[src/design/sfr_pkg.sv]
package sfr_pkg;

    // Text bytes and configuration port.
    localparam int BYTE_W      = 8;
    localparam int CFG_DATA_W  = 64;
    localparam int CFG_IDX_W   = 2;
    localparam int LEN_REG_W   = 4;
    localparam int BYTE_SEL_W  = $clog2(CFG_DATA_W / BYTE_W);

    // Pattern window and line limits.
    localparam int MAX_PATTERN = 8;
    localparam int LINE_LIMIT  = 1024;
    localparam int PAT_LEN_W   = $clog2(MAX_PATTERN + 1);
    localparam int LINE_CNT_W  = $clog2(LINE_LIMIT);

    // Replacement string.
    localparam int REPL_MAX    = 8;
    localparam int REPL_IDX_W  = $clog2(REPL_MAX);

    localparam logic [BYTE_W-1:0] NEWLINE = 8'h0A;

    typedef enum logic [CFG_IDX_W-1:0] {
        CFG_PATTERN_BYTES = 2'd0,
        CFG_PATTERN_LEN   = 2'd1,
        CFG_REPL_BYTES    = 2'd2,
        CFG_REPL_LEN      = 2'd3
    } sfr_cfg_idx_t;

    typedef enum logic [1:0] {
        STATUS_OK       = 2'd0,
        STATUS_IN_LONG  = 2'd1,
        STATUS_OUT_LONG = 2'd2
    } sfr_status_t;

    // Per-cell controls of the pending window.
    typedef struct packed {
        logic load;
        logic shift;
        logic live;
    } sfr_cell_ctrl_t;

endpackage

[src/design/sfr_in_if.sv]
interface sfr_in_if;
    import sfr_pkg::*;

    logic              valid;
    logic              ready;
    logic [BYTE_W-1:0] in_byte;

    modport source (output valid, output in_byte, input ready);
    modport sink   (input valid, input in_byte, output ready);
endinterface

[src/design/sfr_out_if.sv]
interface sfr_out_if;
    import sfr_pkg::*;

    logic              valid;
    logic              ready;
    logic [BYTE_W-1:0] out_byte;
    logic              last_of_run;
    logic [1:0]        status;

    modport source (output valid, output out_byte, output last_of_run, output status,
                    input ready);
    modport sink   (input valid, input out_byte, input last_of_run, input status,
                    output ready);
endinterface

[src/design/sfr_cell.sv]
module sfr_cell (
    input  logic                          clk,
    input  sfr_pkg::sfr_cell_ctrl_t       ctrl,
    input  logic [sfr_pkg::BYTE_W-1:0]    load_byte,
    input  logic [sfr_pkg::BYTE_W-1:0]    next_byte,
    input  logic [sfr_pkg::BYTE_W-1:0]    ref_byte,
    input  logic                          chain_in,
    output logic [sfr_pkg::BYTE_W-1:0]    cell_byte,
    output logic                          chain_out
);
    import sfr_pkg::*;

    logic [BYTE_W-1:0] byte_reg;
    logic [BYTE_W-1:0] byte_next;

    // A cell loads a new text byte or takes its right neighbor's byte on a shift.
    always_comb
    begin
        priority if (ctrl.load)
        begin
            byte_next = load_byte;
        end
        else if (ctrl.shift)
        begin
            byte_next = next_byte;
        end
        else
        begin
            byte_next = byte_reg;
        end
    end

    always_ff @(posedge clk)
    begin
        byte_reg <= byte_next;
    end

    // Cells that hold no live byte do not break the prefix chain.
    assign chain_out = chain_in && (!ctrl.live || (byte_reg == ref_byte));
    assign cell_byte = byte_reg;

endmodule

[src/design/stream_find_replace.sv]
// A word waits in the input register until the idle sequencer takes it. Plain copies
// and input error words go from idle to the output register; replacements, window
// drains and flushes come from the REPL, DRAIN and FLUSH states. The sequencer takes a
// new word only once the last one's results are out, paced by the one-word-per-cycle
// output register while the receiver is ready. Reset (rst_n, asynchronous, active low)
// clears control, counters, error and configuration; window cells are not cleared.
module stream_find_replace (
    input  logic                              clk,
    input  logic                              rst_n,
    sfr_in_if.sink                            text_in,
    sfr_out_if.source                         text_out,
    input  logic                              cfg_we,
    input  logic [sfr_pkg::CFG_IDX_W-1:0]     cfg_index,
    input  logic [sfr_pkg::CFG_DATA_W-1:0]    cfg_data
);
    import sfr_pkg::*;

    // The sequencer works on one held word at a time. Only idle takes a new word from the
    // input register; the other states emit one word per cycle unless the output stalls.
    typedef enum logic [3:0] {
        ST_IDLE  = 4'b0001,
        ST_DRAIN = 4'b0010,
        ST_FLUSH = 4'b0100,
        ST_REPL  = 4'b1000
    } sfr_state_t;

    // Configuration registers.
    logic [CFG_DATA_W-1:0] pattern_bytes_reg;
    logic [LEN_REG_W-1:0]  pattern_len_reg;
    logic [CFG_DATA_W-1:0] repl_bytes_reg;
    logic [LEN_REG_W-1:0]  repl_len_reg;

    // Input holding register, so that a word can be taken while another is at work.
    logic              hold_valid_reg;
    logic              hold_valid_next;
    logic [BYTE_W-1:0] hold_byte_reg;
    logic              hold_take;

    // Sequencer and line state.
    sfr_state_t            state_reg,    state_next;
    logic [PAT_LEN_W-1:0]  pend_cnt_reg, pend_cnt_next;
    logic [LINE_CNT_W-1:0] in_line_reg,  in_line_next;
    logic [LINE_CNT_W-1:0] out_line_reg, out_line_next;
    sfr_status_t           err_reg,      err_next;
    logic [REPL_IDX_W-1:0] repl_idx_reg, repl_idx_next;

    // Output register.
    logic              out_valid_reg,  out_valid_next;
    logic [BYTE_W-1:0] out_byte_reg,   out_byte_next;
    logic              out_last_reg,   out_last_next;
    logic [1:0]        out_status_reg, out_status_next;

    // Derived values.
    logic [PAT_LEN_W-1:0] len_eff;
    logic [LEN_REG_W-1:0] repl_len_eff;
    logic [PAT_LEN_W-1:0] ins_pos;
    logic [PAT_LEN_W-1:0] ins_cnt;
    logic                 ins_hit;
    logic                 ins_go;
    logic                 win_shift;
    logic                 slot_free;
    logic                 start;
    logic                 line_full;
    logic                 emit_req;
    logic [BYTE_W-1:0]    emit_byte;
    logic                 emit_last;
    logic                 emit_eol;
    logic                 emit_ovf;
    logic [BYTE_W-1:0]    repl_byte;
    logic                 repl_last;

    // Window cells.
    sfr_cell_ctrl_t       cell_ctrl [MAX_PATTERN];
    logic [BYTE_W-1:0]    cell_byte [MAX_PATTERN];
    logic [MAX_PATTERN-1:0] chain;
    logic                 shift_prefix;

    // Lengths beyond what the hardware holds act as the largest one.
    assign len_eff      = (pattern_len_reg > LEN_REG_W'(MAX_PATTERN)) ?
                          PAT_LEN_W'(MAX_PATTERN) : PAT_LEN_W'(pattern_len_reg);
    assign repl_len_eff = (repl_len_reg > LEN_REG_W'(REPL_MAX)) ?
                          LEN_REG_W'(REPL_MAX) : repl_len_reg;

    // The window always holds a prefix of the pattern, so a new word extends the
    // match exactly when it equals the pattern byte at its insert position.
    assign ins_pos = (pend_cnt_reg >= len_eff) ? '0 : pend_cnt_reg;
    assign ins_cnt = ins_pos + PAT_LEN_W'(1);
    assign ins_hit = (hold_byte_reg ==
                      pattern_bytes_reg[{BYTE_SEL_W'(ins_pos), 3'b000} +: BYTE_W]);

    assign repl_byte = repl_bytes_reg[{repl_idx_reg, 3'b000} +: BYTE_W];
    assign repl_last = ({1'b0, repl_idx_reg} == (repl_len_eff - LEN_REG_W'(1)));

    assign slot_free = !out_valid_reg || text_out.ready;
    assign start     = (state_reg == ST_IDLE) && hold_valid_reg && (err_reg == STATUS_OK)
                       && slot_free;
    // After a sticky error the held word is dropped without a result.
    assign hold_take = start ||
                       ((state_reg == ST_IDLE) && hold_valid_reg && (err_reg != STATUS_OK));
    assign line_full = (in_line_reg == LINE_CNT_W'(LINE_LIMIT - 1));
    assign emit_ovf  = (out_line_reg == LINE_CNT_W'(LINE_LIMIT - 1));

    // Row of window cells. Bytes move toward cell 0 on a shift; the prefix chain
    // runs from the far end and tells whether the window, once shifted, still
    // matches the start of the pattern.
    for (genvar i = 0; i < MAX_PATTERN; i++)
    begin : g_cell
        localparam int RefIdx = (i == 0) ? 0 : i - 1;

        assign cell_ctrl[i].load  = ins_go && (ins_pos == PAT_LEN_W'(i));
        assign cell_ctrl[i].shift = win_shift;
        assign cell_ctrl[i].live  = (i != 0) && (PAT_LEN_W'(i) < pend_cnt_reg);

        sfr_cell u_cell (
            .clk       (clk),
            .ctrl      (cell_ctrl[i]),
            .load_byte (hold_byte_reg),
            .next_byte ((i == MAX_PATTERN - 1) ? {BYTE_W{1'b0}} :
                        cell_byte[(i == MAX_PATTERN - 1) ? i : i + 1]),
            .ref_byte  (pattern_bytes_reg[BYTE_W*RefIdx +: BYTE_W]),
            .chain_in  ((i == MAX_PATTERN - 1) ? 1'b1 :
                        chain[(i == MAX_PATTERN - 1) ? i : i + 1]),
            .cell_byte (cell_byte[i]),
            .chain_out (chain[i])
        );
    end

    assign shift_prefix = chain[0];

    // Main sequencer.
    always_comb
    begin
        state_next      = state_reg;
        pend_cnt_next   = pend_cnt_reg;
        in_line_next    = in_line_reg;
        out_line_next   = out_line_reg;
        err_next        = err_reg;
        repl_idx_next   = repl_idx_reg;
        out_valid_next  = out_valid_reg && !text_out.ready;
        out_byte_next   = out_byte_reg;
        out_last_next   = out_last_reg;
        out_status_next = out_status_reg;
        ins_go          = 1'b0;
        win_shift       = 1'b0;
        emit_req        = 1'b0;
        emit_byte       = '0;
        emit_last       = 1'b0;
        emit_eol        = 1'b0;

        unique case (state_reg)
            ST_IDLE:
            begin
                if (start)
                begin
                    priority if (line_full)
                    begin
                        // Input line too long: one error word, then silence.
                        out_valid_next  = 1'b1;
                        out_byte_next   = '0;
                        out_last_next   = 1'b1;
                        out_status_next = STATUS_IN_LONG;
                        err_next        = STATUS_IN_LONG;
                    end
                    else if (hold_byte_reg == NEWLINE)
                    begin
                        in_line_next = '0;
                        state_next   = ST_FLUSH;
                    end
                    else
                    begin
                        in_line_next = in_line_reg + LINE_CNT_W'(1);
                        priority if (len_eff == '0)
                        begin
                            emit_req  = 1'b1;
                            emit_byte = hold_byte_reg;
                            emit_last = 1'b1;
                        end
                        else
                        begin
                            ins_go = 1'b1;
                            priority if (ins_hit && (ins_cnt == len_eff))
                            begin
                                pend_cnt_next = '0;
                                repl_idx_next = '0;
                                if (repl_len_eff != '0)
                                begin
                                    state_next = ST_REPL;
                                end
                            end
                            else if (ins_hit)
                            begin
                                pend_cnt_next = ins_cnt;
                            end
                            else
                            begin
                                pend_cnt_next = ins_cnt;
                                state_next    = ST_DRAIN;
                            end
                        end
                    end
                end
            end

            ST_DRAIN:
            begin
                // Give up the oldest byte until the rest is a pattern prefix again.
                if (slot_free)
                begin
                    emit_req      = 1'b1;
                    emit_byte     = cell_byte[0];
                    emit_last     = (pend_cnt_reg == PAT_LEN_W'(1)) || shift_prefix;
                    win_shift     = 1'b1;
                    pend_cnt_next = pend_cnt_reg - PAT_LEN_W'(1);
                    if (emit_last)
                    begin
                        state_next = ST_IDLE;
                    end
                end
            end

            ST_FLUSH:
            begin
                // Pending bytes go out in order, then the newline closes the line.
                if (slot_free)
                begin
                    emit_req = 1'b1;
                    if (pend_cnt_reg == '0)
                    begin
                        emit_byte  = NEWLINE;
                        emit_last  = 1'b1;
                        emit_eol   = 1'b1;
                        state_next = ST_IDLE;
                    end
                    else
                    begin
                        emit_byte     = cell_byte[0];
                        win_shift     = 1'b1;
                        pend_cnt_next = pend_cnt_reg - PAT_LEN_W'(1);
                    end
                end
            end

            ST_REPL:
            begin
                if (slot_free)
                begin
                    emit_req      = 1'b1;
                    emit_byte     = repl_byte;
                    emit_last     = repl_last;
                    repl_idx_next = repl_idx_reg + REPL_IDX_W'(1);
                    if (repl_last)
                    begin
                        state_next = ST_IDLE;
                    end
                end
            end

            default:
            begin
                state_next = ST_IDLE;
            end
        endcase

        // Every text word passes the output line check. A word that would overflow
        // the line becomes the error word and ends all output.
        if (emit_req)
        begin
            out_valid_next = 1'b1;
            if (emit_ovf)
            begin
                out_byte_next   = '0;
                out_last_next   = 1'b1;
                out_status_next = STATUS_OUT_LONG;
                err_next        = STATUS_OUT_LONG;
                state_next      = ST_IDLE;
            end
            else
            begin
                out_byte_next   = emit_byte;
                out_last_next   = emit_last;
                out_status_next = STATUS_OK;
                out_line_next   = emit_eol ? '0 : out_line_reg + LINE_CNT_W'(1);
            end
        end

        // A new pattern invalidates whatever the window holds.
        if (cfg_we && ((cfg_index == CFG_PATTERN_BYTES) || (cfg_index == CFG_PATTERN_LEN)))
        begin
            pend_cnt_next = '0;
        end
    end

    // Input holding register.
    assign text_in.ready = !hold_valid_reg || hold_take;

    always_comb
    begin
        priority if (text_in.valid && text_in.ready)
        begin
            hold_valid_next = 1'b1;
        end
        else if (hold_take)
        begin
            hold_valid_next = 1'b0;
        end
        else
        begin
            hold_valid_next = hold_valid_reg;
        end
    end

    always_ff @(posedge clk)
    begin
        if (text_in.valid && text_in.ready)
        begin
            hold_byte_reg <= text_in.in_byte;
        end
    end

    // Control state and configuration.
    always_ff @(posedge clk or negedge rst_n)
    begin
        if (!rst_n)
        begin
            hold_valid_reg    <= 1'b0;
            state_reg         <= ST_IDLE;
            pend_cnt_reg      <= '0;
            in_line_reg       <= '0;
            out_line_reg      <= '0;
            err_reg           <= STATUS_OK;
            repl_idx_reg      <= '0;
            out_valid_reg     <= 1'b0;
            pattern_bytes_reg <= '0;
            pattern_len_reg   <= '0;
            repl_bytes_reg    <= '0;
            repl_len_reg      <= '0;
        end
        else
        begin
            hold_valid_reg <= hold_valid_next;
            state_reg      <= state_next;
            pend_cnt_reg   <= pend_cnt_next;
            in_line_reg    <= in_line_next;
            out_line_reg   <= out_line_next;
            err_reg        <= err_next;
            repl_idx_reg   <= repl_idx_next;
            out_valid_reg  <= out_valid_next;
            if (cfg_we)
            begin
                unique case (cfg_index)
                    CFG_PATTERN_BYTES: pattern_bytes_reg <= cfg_data;
                    CFG_PATTERN_LEN:   pattern_len_reg   <= cfg_data[LEN_REG_W-1:0];
                    CFG_REPL_BYTES:    repl_bytes_reg    <= cfg_data;
                    CFG_REPL_LEN:      repl_len_reg      <= cfg_data[LEN_REG_W-1:0];
                    default:           pattern_len_reg   <= pattern_len_reg;
                endcase
            end
        end
    end

    // Output payload register.
    always_ff @(posedge clk)
    begin
        out_byte_reg   <= out_byte_next;
        out_last_reg   <= out_last_next;
        out_status_reg <= out_status_next;
    end

    assign text_out.valid       = out_valid_reg;
    assign text_out.out_byte    = out_byte_reg;
    assign text_out.last_of_run = out_last_reg;
    assign text_out.status      = out_status_reg;

`ifndef NO_ASSERTIONS
    // An error word always closes the run of results of its input word.
    a_err_is_last: assert property (@(posedge clk) disable iff (!rst_n)
        (out_valid_reg && (out_status_reg != STATUS_OK)) |-> out_last_reg)
        else $error("error word without last_of_run");

    // Once an error is latched, no new word enters the output register.
    a_err_silent: assert property (@(posedge clk) disable iff (!rst_n)
        ((err_reg != STATUS_OK) && !out_valid_reg) |=> !out_valid_reg)
        else $error("output after sticky error");

    // Between words the window is shorter than the pattern.
    a_window_short: assert property (@(posedge clk) disable iff (!rst_n)
        (state_reg == ST_IDLE) |-> ((pend_cnt_reg == '0) || (pend_cnt_reg < len_eff)))
        else $error("pending window not shorter than pattern");

    // A held word is neither lost nor overwritten before the sequencer takes it.
    a_hold_kept: assert property (@(posedge clk) disable iff (!rst_n)
        (hold_valid_reg && !hold_take) |=> (hold_valid_reg && $stable(hold_byte_reg)))
        else $error("held input word lost");
`endif

endmodule

[src/flat_wrapper.sv]
// flat-port wrapper written by rule: the top's interface ports become plain ports
module stream_find_replace_flat import sfr_pkg::*;
  (clk, rst_n, cfg_we, cfg_index, cfg_data, text_in_valid, text_in_in_byte, text_in_ready, text_out_valid, text_out_out_byte, text_out_last_of_run, text_out_status, text_out_ready);
  sfr_in_if text_in_i ();
  sfr_out_if text_out_i ();
  input  logic clk;
  input  logic rst_n;
  input  logic cfg_we;
  input  logic [sfr_pkg::CFG_IDX_W-1:0] cfg_index;
  input  logic [sfr_pkg::CFG_DATA_W-1:0] cfg_data;
  input wire logic [$bits(text_in_i.valid)-1:0] text_in_valid;
  input wire logic [$bits(text_in_i.in_byte)-1:0] text_in_in_byte;
  output wire logic [$bits(text_in_i.ready)-1:0] text_in_ready;
  output wire logic [$bits(text_out_i.valid)-1:0] text_out_valid;
  output wire logic [$bits(text_out_i.out_byte)-1:0] text_out_out_byte;
  output wire logic [$bits(text_out_i.last_of_run)-1:0] text_out_last_of_run;
  output wire logic [$bits(text_out_i.status)-1:0] text_out_status;
  input wire logic [$bits(text_out_i.ready)-1:0] text_out_ready;
  assign text_in_i.valid = text_in_valid;
  assign text_in_i.in_byte = text_in_in_byte;
  assign text_in_ready = text_in_i.ready;
  assign text_out_valid = text_out_i.valid;
  assign text_out_out_byte = text_out_i.out_byte;
  assign text_out_last_of_run = text_out_i.last_of_run;
  assign text_out_status = text_out_i.status;
  assign text_out_i.ready = text_out_ready;
  stream_find_replace u_core (.clk(clk), .rst_n(rst_n), .text_in(text_in_i), .text_out(text_out_i), .cfg_we(cfg_we), .cfg_index(cfg_index), .cfg_data(cfg_data));
endmodule
[config.mk]
export PLATFORM = sky130hd
export DESIGN_NAME = stream_find_replace_flat
export DESIGN_NICKNAME = d
export VERILOG_FILES = /design/src/design/sfr_pkg.sv /design/src/design/sfr_in_if.sv /design/src/design/sfr_out_if.sv /design/src/design/sfr_cell.sv /design/src/design/stream_find_replace.sv /design/src/flat_wrapper.sv
export SDC_FILE = /design/constraint.sdc
export NUM_CORES = 1
export LEC_CHECK = 0
export BUFFER_PORTS_ARGS = -buffer_cell sky130_fd_sc_hd__buf_2
export CORE_MARGIN = 4
export CORE_UTILIZATION = 25
export DETAILED_ROUTE_END_ITERATION = 8
export PLACE_DENSITY = 0.5
export SYNTH_ARGS = -nofsm -noshare
export SYNTH_HDL_FRONTEND = slang
export SYNTH_SLANG_ARGS = --single-unit
[constraint.sdc]
create_clock -name clk -period 4.9 [get_ports clk]
set_input_delay 0.49 -clock clk [delete_from_list [all_inputs] [get_ports clk]]
set_output_delay 0.49 -clock clk [all_outputs]
set_load 0.005 [all_outputs]
After elaboration in Yosys (flattened, before gate mapping)
Index checks and enable logic that the tools add are counted.

Add/sub/neg operators: 6. Order comparisons: 10. Equality and inequality tests: 41. Shift operators: 2. Multiplexer cells: 109. Bitwise gates (word level): 2. Reduce and logical (&&, ||, !) cells: 75.

Operators by type and width (count): $mux 8 (29); $shiftx 64x7->8 (2); $mux 4 (27); $eq 8x8->1 (8); $pmux 8 s4 (1); $mux 1 (28); $reduce_bool 2->1 (14); $logic_and 1x1->1 (22); $add 10x1->10 const B (2); $eq 10x10->1 const B (2); $eq 4x3->1 const B (5); $mux 10 (2); $mux 2 (10); $mux 3 (6); $lt 3x4->1 const A (4); $pmux 4 s4 (1); $eq 4x1->1 const B (3); $eq 4x2->1 const B (3); $logic_not 4->1 (3); $logic_or 1x1->1 (12); $ne 3x3->1 const B (4); $pmux 4 s3 (1); $logic_not 1->1 (10); $reduce_and 2->1 (5); 27 further kinds (41).

Flip-flop bits (word level): 254. Bits of input ports: 79. Output and inout bits: 13. Word-level logic and storage cells: 269.

Logic depth before layout (Yosys ltp)
Depth in word-level cells: 15. Mapped depth: 16. Depth with buffers taken out: 15.

By module
From an unflattened synthesis, not the netlist that was laid out.

Cell total of the unflattened synthesis: 1008. Area, all modules: 12942.4 sq um.

Modules (own cells, without submodules): stream_find_replace (instances 1, cells each 768, area each 9459.1 sq um, seq. area each 4850.9 sq um); sfr_cell (instances 8, cells each 30, area each 435.4 sq um, seq. area each 240.2 sq um).

Least setup slack after synthesis
Ideal clock, no wire load.

Path kind: reg2reg. Start point: register u_core.pend_cnt_reg[0]. End point: register u_core.pend_cnt_reg[0]. Library setup time: 0.148 ns. Arrival time: 3.278 ns. Data required time: 4.752 ns. Path slack: 1.474 ns. Stages on the path, launching flop included: 16. Buffers on the path: 2. Clock period less this slack: 3.426 ns. Cell sequence: dfrtp_1 buf_2 inv_1 ha_1 nor3b_4 o21a_1 buf_4 nand2_4 inv_1 ha_1 xor2_1 nor4_1 o21ai_0 o41ai_1 o211a_1 a31oi_1.

Word-level cells in the longest chain between the ends: 12. Elaborated cells on any way between the ends: 21. Classes of those cells: add/sub (2); order compare (1); eq/ne (3); shift (1); mux (11); reduce/logical (3).

Ends and longest elaborated chain: start: declaration (line stream_find_replace.sv:41) `logic [PAT_LEN_W-1:0] pend_cnt_reg, pend_cnt_next;`; start signal: assignment (line stream_find_replace.sv:342) `pend_cnt_reg <= pend_cnt_next;`; $ge 4x4->1 (line stream_find_replace.sv:86) `assign ins_pos = (pend_cnt_reg >= len_eff) ? '0 : pend_cnt_reg;`; $mux 4 (line stream_find_replace.sv:86); $shiftx 64x7->8 or $add 4x1->4 (tied branches) (line stream_find_replace.sv:89, stream_find_replace.sv:87); $eq 8x8->1 or $eq 4x4->1 (tied branches) (line stream_find_replace.sv:88, stream_find_replace.sv:181); $logic_and 1x1->1 (line stream_find_replace.sv:181) `priority if (ins_hit && (ins_cnt == len_eff))`; $mux 4 (line stream_find_replace.sv:181); $mux 4 (line stream_find_replace.sv:172) `priority if (len_eff == '0)`; $mux 4 (line stream_find_replace.sv:164) `else if (hold_byte_reg == NEWLINE)`; $mux 4 (line stream_find_replace.sv:155) `priority if (line_full)`; $mux 4 (line stream_find_replace.sv:153) `if (start)`; $pmux 4 s3 (line stream_find_replace.sv:150) `unique case (state_reg)`; $mux 4 (line stream_find_replace.sv:287) `if (cfg_we && ((cfg_index == CFG_PATTERN_BYTES) || (cfg_index == CFG_PATTERN_LEN)))`.

Several ways; a longest one is shown, not always the timed one. The select of a mux whose other input is x is not followed. A chain may end at the register's enable or synchronous reset.

Worst setup path after layout
Same ends and word-level chain as after synthesis.

==> out/results.txt <==
status = complete, but fails checks
failing checks = negative hold slack
setup TNS = 0 ns
predominant post-synthesis flop cell = dfrtp_1
initial antenna violation count = 0
Nets = 1170
htree depth = 1
fin cells = 1770
Cell Area, Placed = 0.01390 sq mm
Post-synth EDFFs = 83
Synth Area in Adders = 0.01475
RR Startpoint = u_core.pend_cnt_reg[0]
DR iter-0 viols = 619
worst path arrival time = 4.30 ns
diode count = 0
Synth Area in Compound Gates = 0.07147
Worst Path Required = 5.31 ns
Placer Congestion = 0.8430
CTS Buf Count = 28
Ys Warns = 0
Max Slew Vio Count = 0
CTS hold repair buffers = 0
reg2reg end = u_core.pend_cnt_reg[0]
Max Root-Sink Buffers = 3
clk_skew = 0.01358 ns
cell area after synthesis = 0.01273 sq mm
wire per inst = 21.56 um
Max rail drop VDD = 0.0002204 V
asr flop ratio synth = 0.6732
Hold Crit Class = in -> async
Lkg Pwr = 0.005392 uW
Post-Place Cells = 1718
die height = 233.6 um
Hold Slack = -0.01188 ns
r2r worst-path depth = 13
CTS root buf = clkbuf_16
largest family of logic cells by synthesized area = multiplexers
Synthesized Nets = 1089
pin count of the biggest net entering global routing = 78
Worst Tran Pin Value = 1.180 ns
post-synthesis mux area share = 0.2212
drt total wl = 38160 um
final worst-path cycle share = 0.7934
Final Hold Fails = 12
Max Fclk = 257.2 MHz
vias in the first global route = 8533
Avg Cell Area, Syn = 12.79 sq um
first-pass GRT wire length = 56440 um
Initial Util = 0.2532
port bufs = 91
crit path kind = reg -> reg
Pre-Repair DR Iteration Count = 5
die extent in x = 233.6 um
Seq cells post-synth = 254
Critical Path Sink Type = register
share of layout cells above drive strength 1 = 0.3452
Clock Latency Late Sink = 0.56 ns
Via density = 4.753
IO Pins = 92
Critical Path, Cell by Cell = inv_1 > ha_1 > nor3b_4 > o21a_1 > nand2_4 > inv_1 > ha_1 > xor2_1 > nor4_1 > o21ai_0 > o41ai_1 > o211a_1 > a31oi_1
All-Layer GR Usage = 0.1385
Crit-path slowest cell = o41ai_1
pwr/cell area = 378.1 mW/mm^2
Core Area = 0.05027 sq mm
simple-gate share of the synthesized area = 0.09182
clock period minus worst slack = 3.887 ns
vias post-DR = 8412
commonest non-fill, non-tap cell in the layout = mux2_2
drc violations = 0
dpl hpwl = 28910 um
Max-Cap Viols = 0
Clk pin slew, worst setup/hold paths = 0.06 ns
total die area = 0.05458 sq mm
CP Launch Type = register
Post-Syn Instances = 995
clk sink count = 254
post-synthesis xor/xnor area fraction = 0.04955
FP Rows = 82
RSZ-0062 raised after global routing = no
commonest non-fill, non-tap cells in the layout = mux2_2 (194), dfrtp_1 (169), buf_2 (90)
postcts setup bufs = 0
post-synthesis sequential area ratio = 0.5321
fin util = 0.2956
final setup vio count = 0
synth unique cells = 65
largest stage delay on the critical path = 0.69 ns
crit path max fanout = 10
area grow syn2layout = 16.75%
Slew headroom = 0.2080
FF-to-FF setup slack = 1.01 ns
DRT antenna net count = 0
CTS tree = yes
post-CTS sizing = 0
Design Area, Final = 0.01486 sq mm
Overflow after GRT = 0
==> area by class of cell <==
| cell class | count | area, sq um |
|---|---|---|
| fillers | 5144 | 35410 |
| clock buffers | 29 | 704.4 |
| inverters | 9 | 33.78 |
| flip-flops and latches | 254 | 6774 |
| well taps | 672 | 840.8 |
| multi-input cells | 682 | 5719 |
| clock inverters | 23 | 250.2 |
| repair buffers | 101 | 536.8 |
==> where the power goes <==
group          internal, uW  switching (uW)  total, uW
Clock                  1310             897       2200
Combinational           400             362        762
Sequential             2400             248       2650
Total                  4110            1510       5620
==> critical path: cells and delay by family (launching register included) <==
family | cells | cell delay, ns
AO/OA/AOI/OAI | 5 | 1.69
XOR/XNOR | 1 | 0.15
adder cells (fa/ha/maj) | 2 | 0.58
buffers and inverters | 2 | 0.34
flip-flops | 1 | 0.37
AND/OR/NAND/NOR | 3 | 0.59
==> per-stage QoR <==
step | setup WS (ns) | power, uW
2_1_floorplan | 1.474 | 3113
3_3_place_gp | 1.114 | 3440
5_1_grt | 0.6661 | 5857
3_5_place_dp | 1.018 | 3456
6_report | 1.013 | 5618
4_1_cts | 1.016 | 5678
==> how the worst max path moves through the flow <==
stage                              to  slack, ns  depth (start not counted)              startpoint
3_5_place_dp   u_core.pend_cnt_reg[0]       1.02                         13  u_core.pend_cnt_reg[0]
3_3_place_gp   u_core.pend_cnt_reg[0]       1.11                         13  u_core.pend_cnt_reg[0]
4_1_cts        u_core.pend_cnt_reg[0]       1.02                         13  u_core.pend_cnt_reg[0]
5_1_grt        u_core.pend_cnt_reg[0]       0.67                         13  u_core.pend_cnt_reg[0]
2_1_floorplan  u_core.pend_cnt_reg[0]       1.47                         15  u_core.pend_cnt_reg[0]
6_report       u_core.pend_cnt_reg[0]       1.01                         13  u_core.pend_cnt_reg[0]
==> kinds of logic after synthesis <==
| group | count (synthesis) |
|---|---|
| xor+xnor | 72 |
| compound gates | 140 |
| buf+inv | 59 |
| mux | 232 |
| fa+ha+maj | 15 |
| simple gates | 223 |
| flops | 254 |
==> metal layers <==
metal | routed length, um | vias to the layer above | track usage
li1 | - | 3852 | -
met1 | 17480 | 4313 | 0.1946
met2 | 17870 | 206 | 0.2248
met3 | 2015 | 41 | 0.02439
met4 | 787 | 0 | 0.02841
met5 | 0 | - | 0
==> synthesized netlist by cell type, drive strengths merged (4+ instances only) <==
| cell type | n | area share |
|---|---|---|
| mux2 | 194 | 0.17 |
| dfrtp | 170 | 0.33 |
| edfxtp | 83 | 0.20 |
| nand2 | 60 | 0.018 |
| nor2 | 57 | 0.017 |
| o21ai | 53 | 0.021 |
| xor2 | 48 | 0.033 |
| clkbuf | 37 | 0.011 |
| a21oi | 26 | 0.011 |
| xnor2 | 24 | 0.017 |
| mux4 | 20 | 0.035 |
| mux2i | 18 | 0.014 |
| ha | 15 | 0.015 |
| nor4 | 14 | 0.0074 |
| buf | 13 | 0.0055 |
| nand3 | 13 | 0.0051 |
| a221oi | 11 | 0.0081 |
| and2 | 10 | 0.0049 |
| and3 | 10 | 0.0049 |
| nand2b | 10 | 0.0049 |
| nor2b | 10 | 0.0049 |
| inv | 9 | 0.0027 |
| nand4 | 8 | 0.0039 |
| nor3 | 7 | 0.0031 |
| a31oi | 6 | 0.0029 |
| o31ai | 6 | 0.0035 |
| o32ai | 6 | 0.0041 |
| a211oi | 5 | 0.0029 |
| or3 | 5 | 0.0029 |
| nor4b | 4 | 0.0039 |
| o21a | 4 | 0.0024 |
| o22ai | 4 | 0.0025 |
(Power assumes the default switching activity.)
